[src/sv/canrxf_pkg.sv]
// Package with the item types, codes and constants of the CAN receive ID-list filter and queue.
`default_nettype none

package canrxf_pkg;

    localparam int QUEUE_DEPTH_DEF = 8;
    localparam int LIST_SIZE_DEF   = 32;

    localparam logic [3:0] CLASSIC_MAX_LEN = 4'd8;

    localparam int CFG_IDX_W  = 1;
    localparam int CFG_DATA_W = 6;

    localparam logic [CFG_IDX_W-1:0] CFG_LIST_COUNT = 1'b0;
    localparam logic [CFG_IDX_W-1:0] CFG_LIST_EXT   = 1'b1;

    typedef enum logic [1:0] {
        FN_LOAD  = 2'd0,
        FN_FRAME = 2'd1,
        FN_POP   = 2'd2,
        FN_NONE  = 2'd3
    } t_func;

    typedef enum logic [2:0] {
        ST_OK        = 3'd0,
        ST_MALFORMED = 3'd1,
        ST_FILTERED  = 3'd2,
        ST_FULL      = 3'd3,
        ST_EMPTY     = 3'd4,
        ST_TOO_SMALL = 3'd5
    } t_status;

    typedef enum logic [2:0] {
        S_IDLE,
        S_EVAL,
        S_SCAN,
        S_POP,
        S_DONE
    } t_state;

    typedef struct packed {
        t_func       func;
        logic [4:0]  entry_index;
        logic [28:0] frame_id;
        logic        frame_ide;
        logic        frame_rtr;
        logic        frame_fdf;
        logic [3:0]  frame_dlc;
        logic [63:0] frame_data;
        logic [3:0]  pop_capacity;
    } t_in_item;

    typedef struct packed {
        t_status     status;
        logic [28:0] out_id;
        logic        out_ide;
        logic        out_rtr;
        logic [3:0]  out_dlc;
        logic [3:0]  out_length;
        logic [63:0] out_data;
        logic [31:0] full_drop_count;
        logic [31:0] filter_drop_count;
        logic [31:0] malformed_count;
        logic [3:0]  queue_space;
    } t_out_item;

    // One receive queue entry: frame header and payload side by side.
    typedef struct packed {
        logic [28:0] id;
        logic        ide;
        logic        rtr;
        logic [3:0]  dlc;
        logic [63:0] data;
    } t_qentry;

    // Keeps the low len bytes of a payload and clears the rest.
    function automatic logic [63:0] keep_bytes(input logic [63:0] data, input logic [3:0] len);
        logic [63:0] kept;
        kept = '0;
        for (int b = 0; b < 8; b++) begin
            if (4'(b) < len) begin
                kept[b*8 +: 8] = data[b*8 +: 8];
            end
        end
        return kept;
    endfunction

endpackage

`default_nettype wire

[src/sv/can_rx_id_list_filter_fifo_core.sv]
// Top level of the classic-CAN receive path with ID-list acceptance filter and receive queue.
`default_nettype none

// Channel   Direction  Handshake                 Payload
// input     in         i_in_valid / o_in_ready   i_in   (canrxf_pkg::t_in_item)
// output    out        o_out_valid / i_out_ready o_out  (canrxf_pkg::t_out_item)
// config    in         i_cfg_valid / o_cfg_ready i_cfg_index, i_cfg_data
//
// One input transaction is worked on at a time; it is taken in S_IDLE and then walks the
// states. A load, an empty pop, a malformed frame, a frame in the wrong format or a frame
// with the list off goes through S_EVAL and S_DONE into the output register; a pop that
// returns a frame goes through S_EVAL, S_POP and S_DONE. A frame checked against the list
// walks S_SCAN over up to n entries one by one, n being list_count clamped to the list size,
// since the ID-list memory has one read port and the walk reads one entry per cycle,
// stopping at the first hit, and then goes to S_DONE.
// The output register lets the next input transaction be accepted while a result still
// waits; a result that finds the register occupied waits in place, stalling the input.
// Reset is synchronous and active low; it clears the queue pointers, fill level, drop
// counters and configuration. The list and queue memories hold garbage until written.

module can_rx_id_list_filter_fifo_core #(
    parameter int QUEUE_DEPTH = canrxf_pkg::QUEUE_DEPTH_DEF,
    parameter int LIST_SIZE   = canrxf_pkg::LIST_SIZE_DEF
) (
    input  wire logic                             i_clk,
    input  wire logic                             i_rst_n,

    input  wire logic                             i_in_valid,
    output logic                                  o_in_ready,
    input  wire canrxf_pkg::t_in_item             i_in,

    output logic                                  o_out_valid,
    input  wire logic                             i_out_ready,
    output canrxf_pkg::t_out_item                 o_out,

    input  wire logic                             i_cfg_valid,
    output logic                                  o_cfg_ready,
    input  wire logic [canrxf_pkg::CFG_IDX_W-1:0] i_cfg_index,
    input  wire logic [canrxf_pkg::CFG_DATA_W-1:0] i_cfg_data
);
    import canrxf_pkg::*;

    // Widths derived from the memory sizes.
    localparam int LW = (LIST_SIZE > 1) ? $clog2(LIST_SIZE) : 1;    // list address
    localparam int CW = $clog2(LIST_SIZE + 1);                      // list walk counter
    localparam int QW = (QUEUE_DEPTH > 1) ? $clog2(QUEUE_DEPTH) : 1; // queue pointer
    localparam int FW = $clog2(QUEUE_DEPTH + 1);                    // queue fill level

    // Configuration registers.
    logic [5:0]    r_list_count;
    logic          r_list_ext;

    // Control state.
    t_state        r_state, n_state;
    logic          r_out_valid, n_out_valid;
    logic [QW-1:0] r_head, n_head;
    logic [QW-1:0] r_tail, n_tail;
    logic [FW-1:0] r_fill, n_fill;
    logic [31:0]   r_full, n_full;
    logic [31:0]   r_filt, n_filt;
    logic [31:0]   r_malf, n_malf;
    logic          r_cmp_valid, n_cmp_valid;

    // Payload registers.
    t_in_item      r_item, n_item;
    t_out_item     r_res, n_res;
    t_out_item     r_out, n_out;
    logic [CW-1:0] r_scan_addr, n_scan_addr;

    // Memories and their registered read data.
    logic [28:0]   list_mem [LIST_SIZE];
    t_qentry       q_mem [QUEUE_DEPTH];
    logic [28:0]   r_list_q;
    t_qentry       r_q_q;

    logic          w_list_we;
    logic          w_list_re;
    logic          w_q_we;
    logic          w_enq;
    logic          w_filtered;
    logic          w_idx_ok;
    logic          w_list_active;
    logic          w_malformed;
    logic [6:0]    w_count_ext;
    logic [CW-1:0] w_scan_n;
    logic [3:0]    w_len;
    logic [3:0]    w_cap;
    t_qentry       w_q_wdata;

    assign o_in_ready  = (r_state == S_IDLE);
    assign o_out_valid = r_out_valid;
    assign o_out       = r_out;
    assign o_cfg_ready = 1'b1;

    // A list_count above the list size walks the whole list.
    assign w_count_ext   = {1'b0, r_list_count};
    assign w_scan_n      = (w_count_ext > 7'(LIST_SIZE)) ? CW'(LIST_SIZE) : CW'(w_count_ext);
    assign w_list_active = (r_list_count != 6'd0);
    assign w_idx_ok      = (7'(r_item.entry_index) < 7'(LIST_SIZE));
    assign w_malformed   = r_item.frame_fdf || (r_item.frame_dlc > CLASSIC_MAX_LEN);

    // Payload length of the frame at the queue head and the caller's saturated capacity.
    assign w_len = r_q_q.rtr ? 4'd0 :
                   ((r_q_q.dlc > CLASSIC_MAX_LEN) ? CLASSIC_MAX_LEN : r_q_q.dlc);
    assign w_cap = (r_item.pop_capacity > CLASSIC_MAX_LEN) ? CLASSIC_MAX_LEN :
                   r_item.pop_capacity;

    assign w_q_wdata = '{id:   r_item.frame_id,
                         ide:  r_item.frame_ide,
                         rtr:  r_item.frame_rtr,
                         dlc:  r_item.frame_dlc,
                         data: r_item.frame_data};

    always_comb begin
        n_state     = r_state;
        n_out_valid = r_out_valid;
        n_head      = r_head;
        n_tail      = r_tail;
        n_fill      = r_fill;
        n_full      = r_full;
        n_filt      = r_filt;
        n_malf      = r_malf;
        n_cmp_valid = r_cmp_valid;
        n_item      = r_item;
        n_res       = r_res;
        n_out       = r_out;
        n_scan_addr = r_scan_addr;
        w_list_we   = 1'b0;
        w_list_re   = 1'b0;
        w_q_we      = 1'b0;
        w_enq       = 1'b0;
        w_filtered  = 1'b0;

        // The output register empties when its transaction is taken.
        if (i_out_ready) begin
            n_out_valid = 1'b0;
        end

        case (r_state)
            S_IDLE: begin
                if (i_in_valid) begin
                    n_item  = i_in;
                    n_state = S_EVAL;
                end
            end
            S_EVAL: begin
                n_res        = '0;
                n_res.status = ST_OK;
                n_state      = S_DONE;
                case (r_item.func)
                    FN_LOAD: begin
                        w_list_we = w_idx_ok;
                    end
                    FN_FRAME: begin
                        if (w_malformed) begin
                            n_malf       = r_malf + 32'd1;
                            n_res.status = ST_MALFORMED;
                        end else if (w_list_active && (r_item.frame_ide != r_list_ext)) begin
                            w_filtered = 1'b1;
                        end else if (w_list_active) begin
                            n_scan_addr = '0;
                            n_cmp_valid = 1'b0;
                            n_state     = S_SCAN;
                        end else begin
                            w_enq = 1'b1;
                        end
                    end
                    FN_POP: begin
                        if (r_fill == '0) begin
                            n_res.status = ST_EMPTY;
                        end else begin
                            n_state = S_POP;
                        end
                    end
                    default: begin
                    end
                endcase
            end
            S_SCAN: begin
                // Reads go out one per cycle; each compare sees the entry read the cycle before.
                w_list_re   = (r_scan_addr < w_scan_n);
                n_scan_addr = r_scan_addr + CW'(w_list_re);
                n_cmp_valid = w_list_re;
                if (r_cmp_valid && (r_list_q == r_item.frame_id)) begin
                    w_enq   = 1'b1;
                    n_state = S_DONE;
                end else if (!r_cmp_valid && !w_list_re) begin
                    w_filtered = 1'b1;
                    n_state    = S_DONE;
                end
            end
            S_POP: begin
                n_res.out_id     = r_q_q.id;
                n_res.out_ide    = r_q_q.ide;
                n_res.out_rtr    = r_q_q.rtr;
                n_res.out_dlc    = r_q_q.dlc;
                n_res.out_length = w_len;
                if (w_len > w_cap) begin
                    n_res.status   = ST_TOO_SMALL;
                    n_res.out_data = '0;
                end else begin
                    n_res.out_data = keep_bytes(r_q_q.data, w_len);
                end
                n_head  = (r_head == QW'(QUEUE_DEPTH - 1)) ? '0 : r_head + QW'(1);
                n_fill  = r_fill - FW'(1);
                n_state = S_DONE;
            end
            S_DONE: begin
                if (!r_out_valid || i_out_ready) begin
                    n_out                   = r_res;
                    n_out.full_drop_count   = r_full;
                    n_out.filter_drop_count = r_filt;
                    n_out.malformed_count   = r_malf;
                    n_out.queue_space       = 4'(FW'(QUEUE_DEPTH) - r_fill);
                    n_out_valid             = 1'b1;
                    n_state                 = S_IDLE;
                end
            end
            default: begin
                n_state = S_IDLE;
            end
        endcase

        if (w_filtered) begin
            n_filt       = r_filt + 32'd1;
            n_res.status = ST_FILTERED;
        end

        if (w_enq) begin
            if (r_fill == FW'(QUEUE_DEPTH)) begin
                n_full       = r_full + 32'd1;
                n_res.status = ST_FULL;
            end else begin
                w_q_we = 1'b1;
                n_tail = (r_tail == QW'(QUEUE_DEPTH - 1)) ? '0 : r_tail + QW'(1);
                n_fill = r_fill + FW'(1);
            end
        end
    end

    always_ff @(posedge i_clk) begin
        if (!i_rst_n) begin
            r_state      <= S_IDLE;
            r_out_valid  <= 1'b0;
            r_head       <= '0;
            r_tail       <= '0;
            r_fill       <= '0;
            r_full       <= '0;
            r_filt       <= '0;
            r_malf       <= '0;
            r_cmp_valid  <= 1'b0;
            r_list_count <= '0;
            r_list_ext   <= 1'b0;
        end else begin
            r_state     <= n_state;
            r_out_valid <= n_out_valid;
            r_head      <= n_head;
            r_tail      <= n_tail;
            r_fill      <= n_fill;
            r_full      <= n_full;
            r_filt      <= n_filt;
            r_malf      <= n_malf;
            r_cmp_valid <= n_cmp_valid;
            if (i_cfg_valid) begin
                case (i_cfg_index)
                    CFG_LIST_COUNT: r_list_count <= i_cfg_data;
                    CFG_LIST_EXT:   r_list_ext   <= i_cfg_data[0];
                    default: begin
                    end
                endcase
            end
        end
    end

    always_ff @(posedge i_clk) begin
        r_item      <= n_item;
        r_res       <= n_res;
        r_out       <= n_out;
        r_scan_addr <= n_scan_addr;
    end

    // ID-list memory: written by loads, read by the list walk; never both at once.
    always_ff @(posedge i_clk) begin
        if (w_list_we) begin
            list_mem[LW'(r_item.entry_index)] <= r_item.frame_id;
        end
        if (w_list_re) begin
            r_list_q <= list_mem[r_scan_addr[LW-1:0]];
        end
    end

    // Receive queue memory: written at the tail, read at the head every cycle.
    // A pop reads the head only after any write has passed through S_DONE and S_IDLE, so the data is current.
    always_ff @(posedge i_clk) begin
        if (w_q_we) begin
            q_mem[r_tail] <= w_q_wdata;
        end
        r_q_q <= q_mem[r_head];
    end

endmodule

`default_nettype wire

[config.mk]
export PLATFORM = sky130hd
export DESIGN_NAME = can_rx_id_list_filter_fifo_core
export DESIGN_NICKNAME = d
export VERILOG_FILES = /design/src/sv/canrxf_pkg.sv /design/src/sv/can_rx_id_list_filter_fifo_core.sv
export SDC_FILE = /design/constraint.sdc
export NUM_CORES = 2
export LEC_CHECK = 0
export BUFFER_PORTS_ARGS = -buffer_cell sky130_fd_sc_hd__buf_2
export CORE_AREA = 2 2 505 507
export CTS_BUF_LIST = sky130_fd_sc_hd__clkbuf_8
export CTS_CLUSTER_SIZE = 30
export DETAILED_ROUTE_END_ITERATION = 10
export DIE_AREA = 0 0 507 509
export GPL_TIMING_DRIVEN = 0
export REMOVE_ABC_BUFFERS = 1
export SLEW_MARGIN = 20
export SYNTH_ARGS = -nofsm -noshare
export SYNTH_HDL_FRONTEND = slang
export SYNTH_SLANG_ARGS = --single-unit
[constraint.sdc]
create_clock -name i_clk -period 20.7 [get_ports i_clk]
set_input_delay 4.14 -clock i_clk [delete_from_list [all_inputs] [get_ports i_clk]]
set_output_delay 4.14 -clock i_clk [all_outputs]
set_load 0.02 [all_outputs]
==> summary.txt <==
Status
  • Outcome: completed

Global routing
  • Global-route wire length before repair: around 300000 um
  • Tot GR Track Use: between 10% and 20%
  • Largest net degree at the start of global routing: 96
  • Number of global-route vias before repair: approximately 44000
  • Grt ovf: 0
  • Initial antenna violation count: 14

Detailed routing
  • Via density per instance: around 5
  • Drt pass-1 iters: 5
  • Post-DRT Antenna Nets: 0
  • Routed vias: around 43000
  • WL per Instance: roughly 24 um
  • DR iter-0 viols: 3979
  • Drt drc: 0
  • Detailed-route wire length: around 210000 um

Critical path
  • Kind of cell adding the most delay to the critical path: simple AND/OR/NAND/NOR gates
  • Largest stage delay, worst path: approximately 0.66 ns
  • Required time worst endpoint: 16.56 ns
  • CP Class: flip-flop to output port
  • CP max stage cell: nor3_1
  • Worst setup SP type: flip-flop
  • Buf/Inv on CP: 1
  • Worst-path cell chain: nor3_1 -> buf_2
  • Max FO, Critical Path: 41
  • CP arrival: around 2.6 ns
  • Critical Path End Type: output port

Floorplan
  • Initial cell density of the core: between 30% and 40%
  • # IOs: 332
  • DIE HEIGHT: 509 um
  • Die X: 507 um
  • Die area: around 260000 um^2
  • Site Rows: between 150 and 200
  • Core box area: between 200000 and 300000 um^2

Synth
  • Number of flops mapped to enable cells by yosys: roughly 2200
  • Mapped Area: between 80000 and 90000 um^2
  • Post-synthesis cell count: about 4000
  • Yosys cell types: 66
  • Sequential area share after synthesis: between 70% and 80%
  • #FFs+latches synth: ~2400
  • Synth warnings: 0
  • Predominant post-synthesis flop cell: edfxtp_1
  • Syn Area/Cell: ~22 um^2
  • Asr flop ratio synth: 0%

Placed design
  • Routability Congestion: between 0.7 and 0.8
  • DP Wirelength: 137000 um
  • Buffers on Ports: 330

Clock tree
  • Post-CTS Hold Buffers: 0
  • PostCTS Resize Cnt: 0
  • Clk buf depth: 4
  • CTS tree: done
  • CTS Sinks: approximately 2400
  • CTS Root Cell: clkbuf_8
  • Num CTS Buffers: roughly 370
  • Number of post-CTS setup repair buffers: 0
  • Worst-Skew Late Latency: roughly 1.1 ns
  • CTS H-Tree Depth: 5
  • Worst-path clk slew: around 0.06 ns

Timing
  • Fin crit period: between 6 and 7 ns
  • Headroom to the max-slew limit: between 20% and 30%
  • Fmax: 149 MHz
  • Pins Over Slew Limit: 0
  • Endpoints failing setup: 0
  • Period utilization: 32.3%
  • RSZ-0062 raised after global routing: false
  • Slew @ Worst Pin: ~1.2 ns
  • Hold Fails Final Rpt: 0
  • Clock skew: slightly below 0.08 ns

Cells and area
  • # fillers: 21900
  • Multi-input gate area: 17700 um^2
  • Final net count: ~5000
  • Share of cells above drive strength 1: around a third
  • Seq. cell area: about 70000 um^2
  • Area delta synth->final: 20.3%
  • Final design utilization: 41.8%

Pwr
  • P_leak: between 30 and 40 nW
  • Tot Pwr: ~9.4 mW
  • Power per cell area: around 90 nW/um^2
  • Peak VDD IR: 0.0580 mV

Run
  • Number of max-cap violations: 0

Min path
  • HP Class: flip-flop to flip-flop
[area by class of cell]
cell class | instances | area share [%]
Tap cell | 3366 | 3.98
Timing Repair Buffer | 643 | 6.61
Sequential cell | 2395 | 66.0
Antenna cell | 5 | 0.0118
Inverter | 33 | 0.122
Clock buffer | 409 | 5.33
Multi-Input combinational cell | 1419 | 16.7
Clock inverter | 255 | 1.25
[placed cells by master, fill, tap and decap left out, types with 72 or more instances in the layout]
cell type | synthesis | layout
nand2_1 | 78 | 78
mux4_2 | 488 | 488
edfxtp_1 | 2175 | 2175
buf_4 | 1 | 77
buf_8 | 0 | 80
inv_1 | 29 | 155
clkbuf_8 | 0 | 409
buf_2 | 7 | 330
dfxtp_1 | 220 | 216
mux2_2 | 128 | 128
buf_16 | 0 | 95
and2_1 | 73 | 72
nor2_1 | 147 | 111
[layer usage]
metal	vias up	global-route usage, %	part of all wire (%)
met4	6	4.42	2.2
met1	22700	21.0	42
met2	1477	26.4	50
met3	282	3.05	5.8
li1	18300	-	-
met5	-	0	0.018
[state kept, by name, summed over array words and instances (netlist names), 32 cells and up]
register,flops
o_out,206
r_filt,32
q_mem,792
r_full,32
r_malf,32
r_item,111
list_mem,928
r_q_q,99
r_res,106
[power by group]
group          switching [mW]  total, mW  leakage (nW)  internal, mW
clock network            1.78       3.72          4.04          1.94
registers              0.0631       5.43          21.5          5.37
logic                   0.153      0.227          9.10        0.0734
[worst paths after layout]
kind,from,to,slack [ns],cells past startpoint
hold / removal,r_res[189]$_DFFE_PP_,o_out[189]$_DFFE_PP_,0.39,0
hold reg to reg,r_res[189]$_DFFE_PP_,o_out[189]$_DFFE_PP_,0.39,0
setup reg to reg,r_item[81]$_DFFE_PP_,q_mem[1][73]$_DFFE_PP_,14.89,13
setup / recovery,r_state[1]$_SDFFE_PN0P_,o_in_ready,14.01,2
[worst register-to-register path: stages, from the launching register on]
cell	delay, ns
edfxtp_1	0.69
buf_8	0.30
xnor2_1	0.45
nand4_1	0.33
nor4_1	0.53
a41oi_2	0.51
nor2_1	0.66
nand2_1	0.31
nor3_2	0.61
buf_4	0.32
buf_6	0.18
buf_4	0.22
buf_4	0.22
buf_6	0.16
[through the flow]
| stage | TNS [ns] | cell area [um^2] | hold slack, ns | worst slack, ns | cells |
|---|---|---|---|---|---|
| 2_1_floorplan | 0 | 87200 | 0.400 | 7.16 | 3847 |
| 3_3_place_gp | -405.01 | 93000 | 0.405 | -1.38 | 7543 |
| 3_5_place_dp | 0 | 98500 | 0.405 | 14.34 | 7840 |
| 4_1_cts | 0 | 105000 | 0.383 | 13.80 | 8504 |
| 5_1_grt | 0 | 106000 | 0.397 | 13.92 | 8521 |
| 6_report | 0 | 106000 | 0.385 | 14.01 | 8525 |
[Yosys cell counts (4+ instances only)]
master	instances	area (um^2)
xnor2_1	58	508
ha_1	23	288
or3_1	17	106
mux2i_1	10	100
nand2b_1	14	87.6
and4_1	9	78.8
nor4b_1	4	35.0
xor2_1	34	298
nor3_1	23	115
nand2_1	78	293
o21a_1	4	30.0
and3_1	53	332
o21ai_0	13	65.1
o21ai_1	10	50.1
or2_2	4	25.0
o41ai_1	4	35.0
o31ai_1	14	105
buf_1	44	165
or4_1	14	105
mux2_2	128	1440
nand4b_1	4	35.0
inv_1	29	109
dfxtp_1	220	4400
nor2_1	147	552
and2_1	73	457
nand3_1	39	195
a21oi_1	49	245
nand4_1	37	231
nor3b_1	5	37.5
nor2b_1	9	56.3
buf_2	7	35.0
clkbuf_1	117	439
nor4_1	15	93.8
edfxtp_1	2175	65300
mux4_2	488	11000
[cells by family after synthesis]
logic type,after synthesis,synth area share [%]
buffers and inverters,204,0.903
other,1,0.00427
AO/OA/AOI/OAI,120,0.855
XOR/XNOR,92,0.917
multiplexers,626,14.3
adder cells (fa/ha/maj),23,0.328
AND/OR/NAND/NOR,557,3.37
flip-flops,2395,79.4
Note: power is estimated with default switching activity, not from simulation.
